$ cat src/tws_pkg.sv
// Shared types and constants for the three-wire SPI master shifter.
`default_nettype none
package tws_pkg;

	localparam int MAX_BITS_DEF = 32;
	localparam int RX_BITS_DEF = 16;
	localparam int FIFO_DEPTH = 2;
	localparam int PADDR_W = 3;
	localparam logic [15:0] HALF_PERIOD_RST = 16'd100;

	// Register byte addresses
	localparam logic [PADDR_W-1:0] ADDR_HALF_PERIOD = 3'd0;

	// Input op codes
	localparam logic [1:0] OP_TICK = 2'd0;
	localparam logic [1:0] OP_SEND = 2'd1;
	localparam logic [1:0] OP_XFER = 2'd2;

	typedef enum logic [1:0] {
		CMD_TICK,
		CMD_SEND,
		CMD_XFER
	} cmd_t;

	// One classified beat as it sits in the queue
	typedef struct packed {
		cmd_t        cmd;
		logic [31:0] tx_data;
		logic [7:0]  bit_count;
		logic        len_ok;
		logic        clock_phase;
		logic        dio_in;
	} item_t;

endpackage
`default_nettype wire

$ cat src/tws_front.sv
// Input side: decodes each beat and holds it in a short queue for the sequencer.
`default_nettype none
module tws_front import tws_pkg::*; #(
	parameter int MAX_BITS = MAX_BITS_DEF
) (
	input  wire logic        clk,
	input  wire logic        arst_n,
	input  wire logic        in_valid,
	output logic             in_ready,
	input  wire logic [1:0]  op,
	input  wire logic [31:0] tx_data,
	input  wire logic [7:0]  bit_count,
	input  wire logic        clock_phase,
	input  wire logic        dio_in,
	output logic             q_valid,
	output item_t            q_item,
	input  wire logic        q_pop
);

	localparam int PW = (FIFO_DEPTH > 1) ? $clog2(FIFO_DEPTH) : 1;
	localparam int CW = $clog2(FIFO_DEPTH + 1);

	item_t           mem_q [FIFO_DEPTH];
	logic [PW-1:0]   wr_ptr_q;
	logic [PW-1:0]   rd_ptr_q;
	logic [CW-1:0]   fill_q;
	item_t           dec;
	logic            push;

	always_comb begin
		dec.tx_data     = tx_data;
		dec.bit_count   = bit_count;
		dec.clock_phase = clock_phase;
		dec.dio_in      = dio_in;
		dec.len_ok      = (bit_count != 8'd0) && (bit_count <= 8'(MAX_BITS));
		case (op)
			OP_SEND: dec.cmd = CMD_SEND;
			OP_XFER: dec.cmd = CMD_XFER;
			default: dec.cmd = CMD_TICK;
		endcase
	end

	assign in_ready = (fill_q != CW'(FIFO_DEPTH));
	assign push     = in_valid && in_ready;
	assign q_valid  = (fill_q != '0);
	assign q_item   = mem_q[rd_ptr_q];

	always_ff @(posedge clk) begin
		if (push) begin
			mem_q[wr_ptr_q] <= dec;
		end
	end

	always_ff @(posedge clk or negedge arst_n) begin
		if (!arst_n) begin
			wr_ptr_q <= '0;
			rd_ptr_q <= '0;
			fill_q   <= '0;
		end else begin
			if (push) begin
				wr_ptr_q <= (wr_ptr_q == PW'(FIFO_DEPTH - 1)) ? '0 : wr_ptr_q + PW'(1);
			end
			if (q_pop) begin
				rd_ptr_q <= (rd_ptr_q == PW'(FIFO_DEPTH - 1)) ? '0 : rd_ptr_q + PW'(1);
			end
			case ({push, q_pop})
				2'b10:   fill_q <= fill_q + CW'(1);
				2'b01:   fill_q <= fill_q - CW'(1);
				default: fill_q <= fill_q;
			endcase
		end
	end

endmodule
`default_nettype wire

$ cat src/tws_back.sv
// Pin sequencer: one queued beat per step, result held in an output register.
`default_nettype none
module tws_back import tws_pkg::*; #(
	parameter int MAX_BITS = MAX_BITS_DEF,
	parameter int RX_BITS  = RX_BITS_DEF
) (
	input  wire logic        clk,
	input  wire logic        arst_n,
	input  wire logic [15:0] half_period_ticks,
	input  wire logic        q_valid,
	input  wire item_t       q_item,
	output logic             q_pop,
	output logic             out_valid,
	input  wire logic        out_ready,
	output logic             cs_n,
	output logic             sck,
	output logic             dio_out,
	output logic             busy_res,
	output logic [15:0]      rx_data,
	output logic             rx_valid
);

	localparam int SW  = (MAX_BITS > RX_BITS) ? MAX_BITS : RX_BITS;
	localparam int BLW = $clog2(SW + 1);
	localparam int IW  = $clog2(SW);

	localparam logic [1:0] MODE_SEND0 = 2'd0;
	localparam logic [1:0] MODE_SEND1 = 2'd1;
	localparam logic [1:0] MODE_XFER  = 2'd2;

	typedef enum logic [2:0] {
		PH_IDLE,
		PH_SETUP,
		PH_FIRST,
		PH_SECOND,
		PH_HOLD
	} phase_t;

	phase_t             phase_q, phase_n;
	logic [15:0]        tick_q, tick_n;
	logic [BLW-1:0]     bits_q, bits_n;
	logic [SW-1:0]      sw_q, sw_n;
	logic [RX_BITS-1:0] rw_q, rw_n;
	logic [1:0]         mode_q, mode_n;
	logic               cs_q, cs_n_nx;
	logic               sck_q, sck_n;
	logic               dio_q, dio_n;
	logic               rxv_n;
	logic [15:0]        rx_n;
	logic [15:0]        reload;
	logic [BLW-1:0]     bm1;
	logic [BLW-1:0]     bm2;
	logic               bit_setup;
	logic               bit_next;

	assign q_pop  = q_valid && (!out_valid || out_ready);
	assign reload = (half_period_ticks == 16'd0) ? 16'd0 : half_period_ticks - 16'd1;
	assign bm1    = bits_q - BLW'(1);
	assign bm2    = bits_q - BLW'(2);
	// bit on the line when a first half starts from setup, and after a bit ends
	assign bit_setup = sw_q[bm1[IW-1:0]];
	assign bit_next  = sw_q[bm2[IW-1:0]];

	always_comb begin
		phase_n = phase_q;
		tick_n  = tick_q;
		bits_n  = bits_q;
		sw_n    = sw_q;
		rw_n    = rw_q;
		mode_n  = mode_q;
		cs_n_nx = cs_q;
		sck_n   = sck_q;
		dio_n   = dio_q;
		rxv_n   = 1'b0;
		rx_n    = 16'd0;
		if (phase_q == PH_IDLE) begin
			if (q_item.cmd == CMD_SEND || q_item.cmd == CMD_XFER) begin
				rw_n = '0;
				if (q_item.cmd == CMD_SEND) begin
					mode_n = q_item.clock_phase ? MODE_SEND1 : MODE_SEND0;
					sw_n   = SW'(q_item.tx_data);
					bits_n = q_item.len_ok ? q_item.bit_count[BLW-1:0] : '0;
				end else begin
					mode_n = MODE_XFER;
					sw_n   = SW'(q_item.tx_data[RX_BITS-1:0]);
					bits_n = BLW'(RX_BITS);
				end
				cs_n_nx = 1'b0;
				sck_n   = 1'b0;
				dio_n   = 1'b0;
				phase_n = PH_SETUP;
				tick_n  = reload;
			end
		end else if (tick_q != 16'd0) begin
			tick_n = tick_q - 16'd1;
		end else begin
			tick_n = reload;
			case (phase_q)
				PH_SETUP: begin
					if (bits_q == '0) begin
						phase_n = PH_HOLD;
					end else begin
						dio_n   = bit_setup;
						sck_n   = (mode_q == MODE_SEND0);
						phase_n = PH_FIRST;
					end
				end
				PH_FIRST: begin
					sck_n = (mode_q != MODE_SEND0);
					if (mode_q == MODE_XFER) begin
						rw_n = {rw_q[RX_BITS-2:0], q_item.dio_in};
					end
					phase_n = PH_SECOND;
				end
				PH_SECOND: begin
					bits_n = bm1;
					if (mode_q == MODE_XFER) begin
						sck_n = 1'b0;
					end
					if (bm1 != '0) begin
						dio_n   = bit_next;
						sck_n   = (mode_q == MODE_SEND0);
						phase_n = PH_FIRST;
					end else begin
						phase_n = PH_HOLD;
					end
				end
				default: begin
					if (mode_q == MODE_XFER) begin
						rxv_n = 1'b1;
						rx_n  = 16'(rw_q);
					end
					cs_n_nx = 1'b1;
					sck_n   = 1'b0;
					dio_n   = 1'b0;
					phase_n = PH_IDLE;
					tick_n  = 16'd0;
				end
			endcase
		end
	end

	always_ff @(posedge clk or negedge arst_n) begin
		if (!arst_n) begin
			phase_q   <= PH_IDLE;
			tick_q    <= '0;
			bits_q    <= '0;
			sw_q      <= '0;
			rw_q      <= '0;
			mode_q    <= MODE_SEND0;
			cs_q      <= 1'b1;
			sck_q     <= 1'b0;
			dio_q     <= 1'b0;
			out_valid <= 1'b0;
		end else begin
			if (q_pop) begin
				phase_q   <= phase_n;
				tick_q    <= tick_n;
				bits_q    <= bits_n;
				sw_q      <= sw_n;
				rw_q      <= rw_n;
				mode_q    <= mode_n;
				cs_q      <= cs_n_nx;
				sck_q     <= sck_n;
				dio_q     <= dio_n;
				out_valid <= 1'b1;
			end else if (out_ready) begin
				out_valid <= 1'b0;
			end
		end
	end

	// result payload, loaded with each step
	always_ff @(posedge clk) begin
		if (q_pop) begin
			cs_n     <= cs_n_nx;
			sck      <= sck_n;
			dio_out  <= dio_n;
			busy_res <= (phase_n != PH_IDLE);
			rx_data  <= rx_n;
			rx_valid <= rxv_n;
		end
	end

endmodule
`default_nettype wire

$ cat src/three_wire_spi_master_shifter_top.sv
// Top level of the three-wire SPI master shifter: register port, queue and sequencer.
`default_nettype none
// Three-wire SPI master pin sequencer. Each input beat is one tick of the
// sequencer and yields exactly one output beat with the pin levels (cs_n, sck,
// dio_out), busy_res and, at the end of a framed RX_BITS-bit transfer, rx_data with
// rx_valid. op 1 frames a send of 1..MAX_BITS bits MSB first (any other length
// gives setup and hold only), op 2 a framed RX_BITS-bit transfer sampling dio_in
// at each rising sck; commands are ignored while busy. Every half bit and the
// chip-select setup and hold delays last half_period_ticks ticks (0 acts as 1),
// set over the APB port at byte address 0. Rate: one beat per clock cycle,
// sustained, with both sides free to stall. A decode stage feeds a two-entry
// queue; the sequencer takes one beat from the queue per cycle whenever its
// output register is empty or being emptied. An accepted beat is written into
// the queue and then taken from it into the output register; the queue lets
// the input keep flowing for two beats while the output is held.
module three_wire_spi_master_shifter_top import tws_pkg::*; #(
	parameter int MAX_BITS = MAX_BITS_DEF,
	parameter int RX_BITS  = RX_BITS_DEF
) (
	input  wire logic               clk,
	input  wire logic               arst_n,
	// configuration port
	input  wire logic               psel,
	input  wire logic               penable,
	input  wire logic               pwrite,
	input  wire logic [PADDR_W-1:0] paddr,
	input  wire logic [31:0]        pwdata,
	output logic [31:0]             prdata,
	output logic                    pready,
	// input beats
	input  wire logic               in_valid,
	output logic                    in_ready,
	input  wire logic [1:0]         op,
	input  wire logic [31:0]        tx_data,
	input  wire logic [7:0]         bit_count,
	input  wire logic               clock_phase,
	input  wire logic               dio_in,
	// output beats
	output logic                    out_valid,
	input  wire logic               out_ready,
	output logic                    cs_n,
	output logic                    sck,
	output logic                    dio_out,
	output logic                    busy_res,
	output logic [15:0]             rx_data,
	output logic                    rx_valid
);

	logic [15:0] half_period_q;
	logic        q_valid;
	logic        q_pop;
	item_t       q_item;

	// APB register: zero wait states, write on the access phase
	assign pready = 1'b1;
	assign prdata = (paddr == ADDR_HALF_PERIOD) ? {16'd0, half_period_q} : 32'd0;

	always_ff @(posedge clk or negedge arst_n) begin
		if (!arst_n) begin
			half_period_q <= HALF_PERIOD_RST;
		end else if (psel && penable && pwrite && pready && paddr == ADDR_HALF_PERIOD) begin
			half_period_q <= pwdata[15:0];
		end
	end

	// decode and queue
	tws_front #(
		.MAX_BITS(MAX_BITS)
	) u_front (
		.clk        (clk),
		.arst_n     (arst_n),
		.in_valid   (in_valid),
		.in_ready   (in_ready),
		.op         (op),
		.tx_data    (tx_data),
		.bit_count  (bit_count),
		.clock_phase(clock_phase),
		.dio_in     (dio_in),
		.q_valid    (q_valid),
		.q_item     (q_item),
		.q_pop      (q_pop)
	);

	// pin sequencer and output register
	tws_back #(
		.MAX_BITS(MAX_BITS),
		.RX_BITS (RX_BITS)
	) u_back (
		.clk              (clk),
		.arst_n           (arst_n),
		.half_period_ticks(half_period_q),
		.q_valid          (q_valid),
		.q_item           (q_item),
		.q_pop            (q_pop),
		.out_valid        (out_valid),
		.out_ready        (out_ready),
		.cs_n             (cs_n),
		.sck              (sck),
		.dio_out          (dio_out),
		.busy_res         (busy_res),
		.rx_data          (rx_data),
		.rx_valid         (rx_valid)
	);

	// Idle pins: chip select high, clock and data low.
	a_idle_pins: assert property (@(posedge clk) disable iff (!arst_n)
		(out_valid && !busy_res) |-> (cs_n && !sck && !dio_out))
		else $error("idle beat with active pin levels");

	// A received word is only reported on the beat that closes the frame.
	a_rx_end: assert property (@(posedge clk) disable iff (!arst_n)
		(out_valid && rx_valid) |-> (!busy_res && cs_n))
		else $error("rx_valid while frame still open");

	// rx_data reads zero unless a word is reported.
	a_rx_zero: assert property (@(posedge clk) disable iff (!arst_n)
		(out_valid && !rx_valid) |-> (rx_data == 16'd0))
		else $error("rx_data nonzero without rx_valid");

	// A frame in progress always holds chip select low.
	a_busy_cs: assert property (@(posedge clk) disable iff (!arst_n)
		(out_valid && busy_res) |-> !cs_n)
		else $error("busy with chip select high");

endmodule
`default_nettype wire
$ cat config.mk
export PLATFORM = sky130hd
export DESIGN_NAME = three_wire_spi_master_shifter_top
export DESIGN_NICKNAME = d
export VERILOG_FILES = /design/src/tws_pkg.sv /design/src/tws_front.sv /design/src/tws_back.sv /design/src/three_wire_spi_master_shifter_top.sv
export SDC_FILE = /design/constraint.sdc
export NUM_CORES = 1
export LEC_CHECK = 0
export BUFFER_PORTS_ARGS = -buffer_cell sky130_fd_sc_hd__buf_2
export CORE_ASPECT_RATIO = 0.9
export CORE_MARGIN = 4
export CORE_UTILIZATION = 57
export DETAILED_ROUTE_END_ITERATION = 16
export GPL_ROUTABILITY_DRIVEN = 0
export PLACE_DENSITY = 0.8
export REMOVE_ABC_BUFFERS = 1
export SLEW_MARGIN = 25
export SYNTH_ARGS = -nofsm -noshare
export SYNTH_HDL_FRONTEND = slang
export SYNTH_SLANG_ARGS = --single-unit
export TNS_END_PERCENT = 30
$ cat constraint.sdc
create_clock -name clk -period 3.9 [get_ports clk]
set_input_delay 0 -clock clk [delete_from_list [all_inputs] [get_ports clk]]
set_output_delay 0 -clock clk [all_outputs]
set_load 0.005 [all_outputs]
# Word level (Yosys, flattened, before mapping)

Memories as Yosys holds them, arrays and structs flattened.
Cells that the tools add are included.

Word-level logic and storage cells: 134
Flip-flop bits (word level): 120
Output and inout port bits: 56
Input bits: 86
Memory bits (writable): 90
Memories: 1

Equality and inequality tests: 13
Add/sub/neg operators: 8
Multiplexer cells: 56
Bitwise logic cells: 1
$lt $le $gt $ge: 3
Reduce and logical (&&, ||, !) cells: 32

Memories:

| memory        | depth | bits a word | read ports | clocked after Yosys merged registers in | wr ports | line            | text |
|---|---|---|---|---|---|---|---|
| u_front.mem_q | 2     | 45          | 1          | 0                                       | 1        | tws_front.sv:23 | `item_t mem_q [FIFO_DEPTH];` |

Operator list:

| cell                    | count |
|---|---|
| $mux W16                | 11 |
| $mux W6                 | 6 |
| $mux W32                | 1 |
| $sub A16 B1 Y16 const B | 2 |
| $mux W1                 | 25 |
| $logic_not A16 Y1       | 1 |
| $reduce_bool A16 Y1     | 1 |
| $mux W3                 | 5 |
| $reduce_bool A2 Y1      | 7 |
| $lt A5 B6 Y1 const B    | 2 |
| $bmux W1 S5             | 2 |
| $pmux W3 S3             | 1 |
| $eq A2 B2 Y1 const B    | 4 |
| $le A8 B6 Y1 const B    | 1 |
| $pmux W2 S2             | 2 |
| $reduce_bool A8 Y1      | 1 |
| $eq A2 B1 Y1 const B    | 3 |
| $eq A3 B2 Y1 const B    | 2 |
| $logic_and A1 B1 Y1     | 6 |
| $logic_not A3 Y1        | 2 |
| $logic_not A6 Y1        | 1 |
| $pmux W1 S3             | 2 |
| $reduce_bool A6 Y1      | 1 |
| $reduce_or A6 Y1        | 1 |
| other kinds (20)        | 23 |

# Depth between registers and ports, before layout

Depth in word-level cells: 7
Depth in mapped cells: 11
Gate-level depth less buffers: 8

# By module

Synthesis repeated with hierarchy kept, for this count alone.

Cell total of the unflattened synthesis: 825
Area total of the unflattened synthesis: 10182.3 um^2

Modules (own cells, without submodules):

| module                            | times used | area each (um^2) | cells each |
|---|---|---|---|
| tws_back                          | 1          | 5841.9           | 591 |
| tws_front                         | 1          | 3469.6           | 162 |
| three_wire_spi_master_shifter_top | 1          | 870.8            | 72 |

# Least setup slack after synthesis

OpenSTA, ideal clock, no wires.

Path kind: register to register
Start: reg u_back.bits_q[0]
End: reg u_back.sck_q
Stages on the path, launching flop included: 11
Setup slack: 0.793 ns
Buffers on the path: 2
Required time: 3.817 ns
Data arrival time: 3.023 ns
Library setup time: 0.083 ns
Path through: dfrtp_1 -> buf_2 -> buf_2 -> inv_1 -> ha_1 -> xor2_1 -> or4b_2 -> nor2_1 -> mux2_2 -> a211o_1 -> o21ai_0

Longest elaborated chain between the ends: 6

Ends and longest elaborated chain:

| what                     | line            | text |
|---|---|---|
| start: declaration       | tws_back.sv:41  | `logic [BLW-1:0] bits_q, bits_n;` |
| start signal: assignment | tws_back.sv:159 | `bits_q <= bits_n;` |
| $sub A6 B1 Y6            | tws_back.sv:58  | `assign bm1 = bits_q - BLW'(1);` |
| $reduce_bool A6 Y1       | tws_back.sv:120 | `if (bm1 != '0) begin` |
| $mux W1                  | tws_back.sv:120 |  |
| $pmux W1 S3 (*)          | tws_back.sv:98  | `case (phase_q)` |
| $mux W1 (*)              | tws_back.sv:94  | `end else if (tick_q != 16'd0) begin` |
| $mux W1 (*)              | tws_back.sv:76  | `if (phase_q == PH_IDLE) begin` |
| end signal: assignment   | tws_back.sv:164 | `sck_q <= sck_n;` |
| end: declaration         | tws_back.sv:46  | `logic sck_q, sck_n;` |

Every way passes the cells marked *; elsewhere a longest branch is shown, timed or not.
A chain may end at the register's enable or synchronous reset.

# Final worst setup path

Start: reg u_front.fill_q[0]
End: reg u_back.bits_q[5]

Longest elaborated chain between the ends: 3

Ends and longest elaborated chain:

| what                               | line                                    | text |
|---|---|---|
| start: declaration                 | tws_front.sv:26                         | `logic [CW-1:0] fill_q;` |
| start signal: assignment           | tws_front.sv:67                         | `2'b10: fill_q <= fill_q + CW'(1);` |
| start signal: assignment           | tws_front.sv:68                         | `2'b01: fill_q <= fill_q - CW'(1);` |
| start signal: assignment           | tws_front.sv:69                         | `default: fill_q <= fill_q;` |
| $reduce_bool A2 Y1                 | tws_front.sv:45                         | `assign q_valid = (fill_q != '0);` |
| $logic_and A1 B1 Y1                | tws_back.sv:56                          | `assign q_pop = q_valid && (!out_valid \|\| out_ready);` |
| via q_pop                          | three_wire_spi_master_shifter_top.sv:51 | `logic q_pop;` |
| $reduce_and A4 Y1 (no source line) | --                                      |  |

The timed path passes the listed nets, and every way through them passes these cells.

==> out/summary.md <==
In the synthesized netlist the dominant register cell turns out to be edfxtp_1. Post-CTS repair changed the size of 0 cells. The die width is 145.7 um. For the minimum setup slack after placement, the log shows 0.9105 ns.

The synthesized design contains 107 enable-type register cells. The number of pins exceeding their max-slew limit in the final report was 0; the chip height was 131.9 um. Using the TritonRoute via totals, the vias-per-cell ratio works out to 5.515. Once layout is complete, the cells apart from fillers number 1203.

After layout, the minimum clock period comes to 3.025 ns. The number of global-route vias before repair is 6723. The critical path in this run is classified as reg2reg. For this block, the routed nets add up to 19.69 mm of wire. The tools report the maximum level of the CTS H-tree as 1. Element type at the critical path end: a flip-flop. For the pin with the worst max-slew slack, the measured transition is 0.9140 ns. Clock-pin slew was measured on the worst setup and hold paths at 0.06 ns.

The design draws 8.299 mW. The tool flagged a number of max-cap violations equal to 0. The arrival time of the worst setup path was 3.45 ns. Synthesis instantiated 66 different standard cells from the library. In the final routed layout, each cell accounts on average for 16.37 um. After synthesis the netlist holds a flip-flop and latch count of 206.

The number of failing setup endpoints in the final timing report is 0, and the number of antenna violations at the first check in global routing is 0. In the post-route analysis, the smallest setup slack over all paths is 0.8753 ns. Buffers inserted during clock tree synthesis total 21. For the first-pass GRT wire length, the log shows 33.07 mm.

Tracing the worst setup path back leads to its startpoint at u_front.fill_q[0]. In the final timing run, aggregate negative setup slack is 0 ns. The flow ran to the end, and the final reports show no timing, DRC or antenna violations. The fraction of final layout cells with drive strength greater than 1 is 23.19%, and the number of buffers on the longest clock path is 3. The area added between synthesis and finish works out to 19.98%.

The Yosys warning count came out at 0. The worst slew margin relative to its limit is 38.69%. Number of placement rows: 45.

The tree is rooted in a clkbuf_16. For the number of optimization iterations in the first detailed-route pass, the log shows 5. The synthesized netlist occupies a cell area of 9727 um2. The later pin in the worst-skew pair is clocked with a latency of 0.50 ns.

The cell count of the worst reg-to-reg path is 6, and the count of routing violations after the opening detailed-route iteration is 472. The tools report the termination of the worst setup path as u_back.bits_q[5]. The tools report the overall global routing resource usage as 20.51%. The min-delay analysis places its worst path in the category in2async.

The floorplan step defined a die boundary enclosing 19220 um2. The worst-path maximum fanout is 27, and the number of cells after detailed placement is 1101. Summed over all cells, the static leakage comes to 4.911 nW. The number of endpoints with negative hold slack in the final report is 0, and the setup clock skew after layout is 0.01465 ns.

Share of the core filled with cells in the final layout: 69.32%. The post-route clock period utilization came out at 77.56%. Setup repair after global routing left no endpoint under its margin. Entering global routing, the biggest net connects 71 pins.

Counting flops with an async set or reset pin after synthesis yields a share of 48.06%. TritonCTS built the clock tree. After technology mapping, the gate count stands at 811. In this run the standard cell core region covers 16830 um2. The logs give 6635 for the via total after detailed routing and 0 for the post-detailed-route DRC marker count.

Input and output buffers added on the ports amount to 108. The startpoint identified for the worst register-to-register timing path is u_front.fill_q[0]. Each instance of the synthesized netlist takes up on average 11.99 um2.

For the overflow left after global routing, the log shows 0. In this run the power density over the cells is 711.1 nW/um2. The tools report the HPWL reported at the end of detailed placement as 12.37 mm. Once the floorplan was initialized, standard cells occupied 57.78% of the core.

The tools report the type of element launching the critical path as a flip-flop. Once detail routing completed, the nets flagged for antenna violations numbered 0. Share of the yosys chip area belonging to registers: 58.55%.

Antenna cell count: 0. Pin placement for this block handled 142 I/O pins. The end of the worst register-to-register path is u_back.bits_q[5]. The run gives 1073 as the total number of nets in the final design. Across the VDD grid, the largest voltage drop is 0.4021 mV.

In this run the register-to-register setup slack is 0.88 ns. The tools report the required time at the worst-slack endpoint as 4.33 ns. The run gives 206 as the number of sinks driven by the clock tree. For this run, the top clock speed supported by timing is 330.6 MHz.
==> flip-flops by register name, indices dropped and copies added (netlist names), 3 cells and up <==
| name | flops |
|---|---|
| u_back.tick_q | 16 |
| u_back.bits_q | 6 |
| half_period_q | 16 |
| u_back.rw_q | 16 |
| u_back.sw_q | 32 |
| u_front.mem_q | 86 |
| u_back.rx_data | 16 |
| u_back.phase_q | 3 |
==> power by group <==
group | switching (mW) | internal (mW) | total (mW)
logic | 1.60 | 1.30 | 2.89
registers | 0.464 | 3.04 | 3.50
clock network | 0.813 | 1.09 | 1.90
==> per-layer routing <==
layer,share of wire [%],global-route usage [%],wire (um)
met5,0,0,0
met4,2.4,5.327,470
met3,3.8,3.025,752
met2,51,35.75,10000
met1,43,27.22,8464
==> stage by stage <==
stage                     hold slack (ns)  area (um2)
after detailed placement           0.1874       10390
after CTS                          0.1973       11670
after global routing               0.2175       11670
after global placement             0.1824       10390
final                              0.1666       11670
after floorplan                   -0.2956        9465
==> worst min-delay path by stage <==
stage,startpoint,endpoint,slack [ns],cells past startpoint
floorplan,arst_n,half_period_q[0],-0.30,0
global placement,arst_n,u_back.rw_q[5],0.18,1
detailed placement,arst_n,u_back.rw_q[6],0.19,1
CTS,arst_n,u_front.wr_ptr_q,0.20,2
global route,tx_data[9],u_front.mem_q[1][20],0.22,2
finish,arst_n,u_front.wr_ptr_q,0.17,2
==> repair_timing <==
item,CTS,global route
hold buffers,64,0
endpoints found under the hold margin,169,0
buffers inserted,0,0
==> cells by family (layout without fill, tap and decap cells) <==
family / count (synthesis) / in the layout / synth area share (%)
fa+ha+maj: 10 / 10 / 1.286
compound gates: 132 / 132 / 8.992
xor+xnor: 25 / 25 / 2.251
mux: 81 / 81 / 10.84
simple gates: 286 / 286 / 14.27
buf+inv: 69 / 235 / 3.730
other cells: 2 / 17 / 0.07721
flops: 206 / 206 / 58.55
==> cells in the mapped netlist (all sizes together) (6+ instances only) <==
library cell    n  area, um2
nand2         122      457.9
edfxtp        107       3213
dfrtp          95       2377
o21ai          65      377.9
nor2           41      161.4
mux2           35      394.1
and2           33      206.5
nand3          33      165.2
buf            31      220.2
mux2i          30      300.3
clkbuf         26      97.59
a21oi          18      90.09
mux4           16      360.4
nor3           13      65.06
xor2           13      113.9
inv            12      45.04
xnor2          12      105.1
ha             10      125.1
a22o            8      70.07
nor2b           6      37.54
o22ai           6      37.54
o31ai           6      45.04
or3             6      37.54
==> cell type report <==
type / count / area (um2)
flip-flops and latches: 206 / 5697
fillers: 1202 / 5165
multi-input cells: 551 / 3744
repair buffers: 185 / 1281
clock buffers: 32 / 576.8
well taps: 211 / 264.0
clock inverters: 6 / 62.56
inverters: 12 / 45.04
==> worst max-delay path, stage by stage (launching register included) <==
cell	delay, ns
dfrtp_1	0.44
o21ai_1	0.52
clkinv_1	0.91
and3_1	0.50
o21ai_0	0.33
o21ai_0	0.16
nand2_1	0.09
==> layout by cell type, fill, tap and decap left out, types with 30 or more instances in the layout <==
master and count:
mux2i_1 30, nand2_1 122, o21ai_0 48, nand3_1 33
buf_2 107, mux2_2 34, edfxtp_1 107, nor2_1 39
dfrtp_1 94, and2_1 33, dlygate4sd3_1 64
Power figures use the tool's default switching activity.
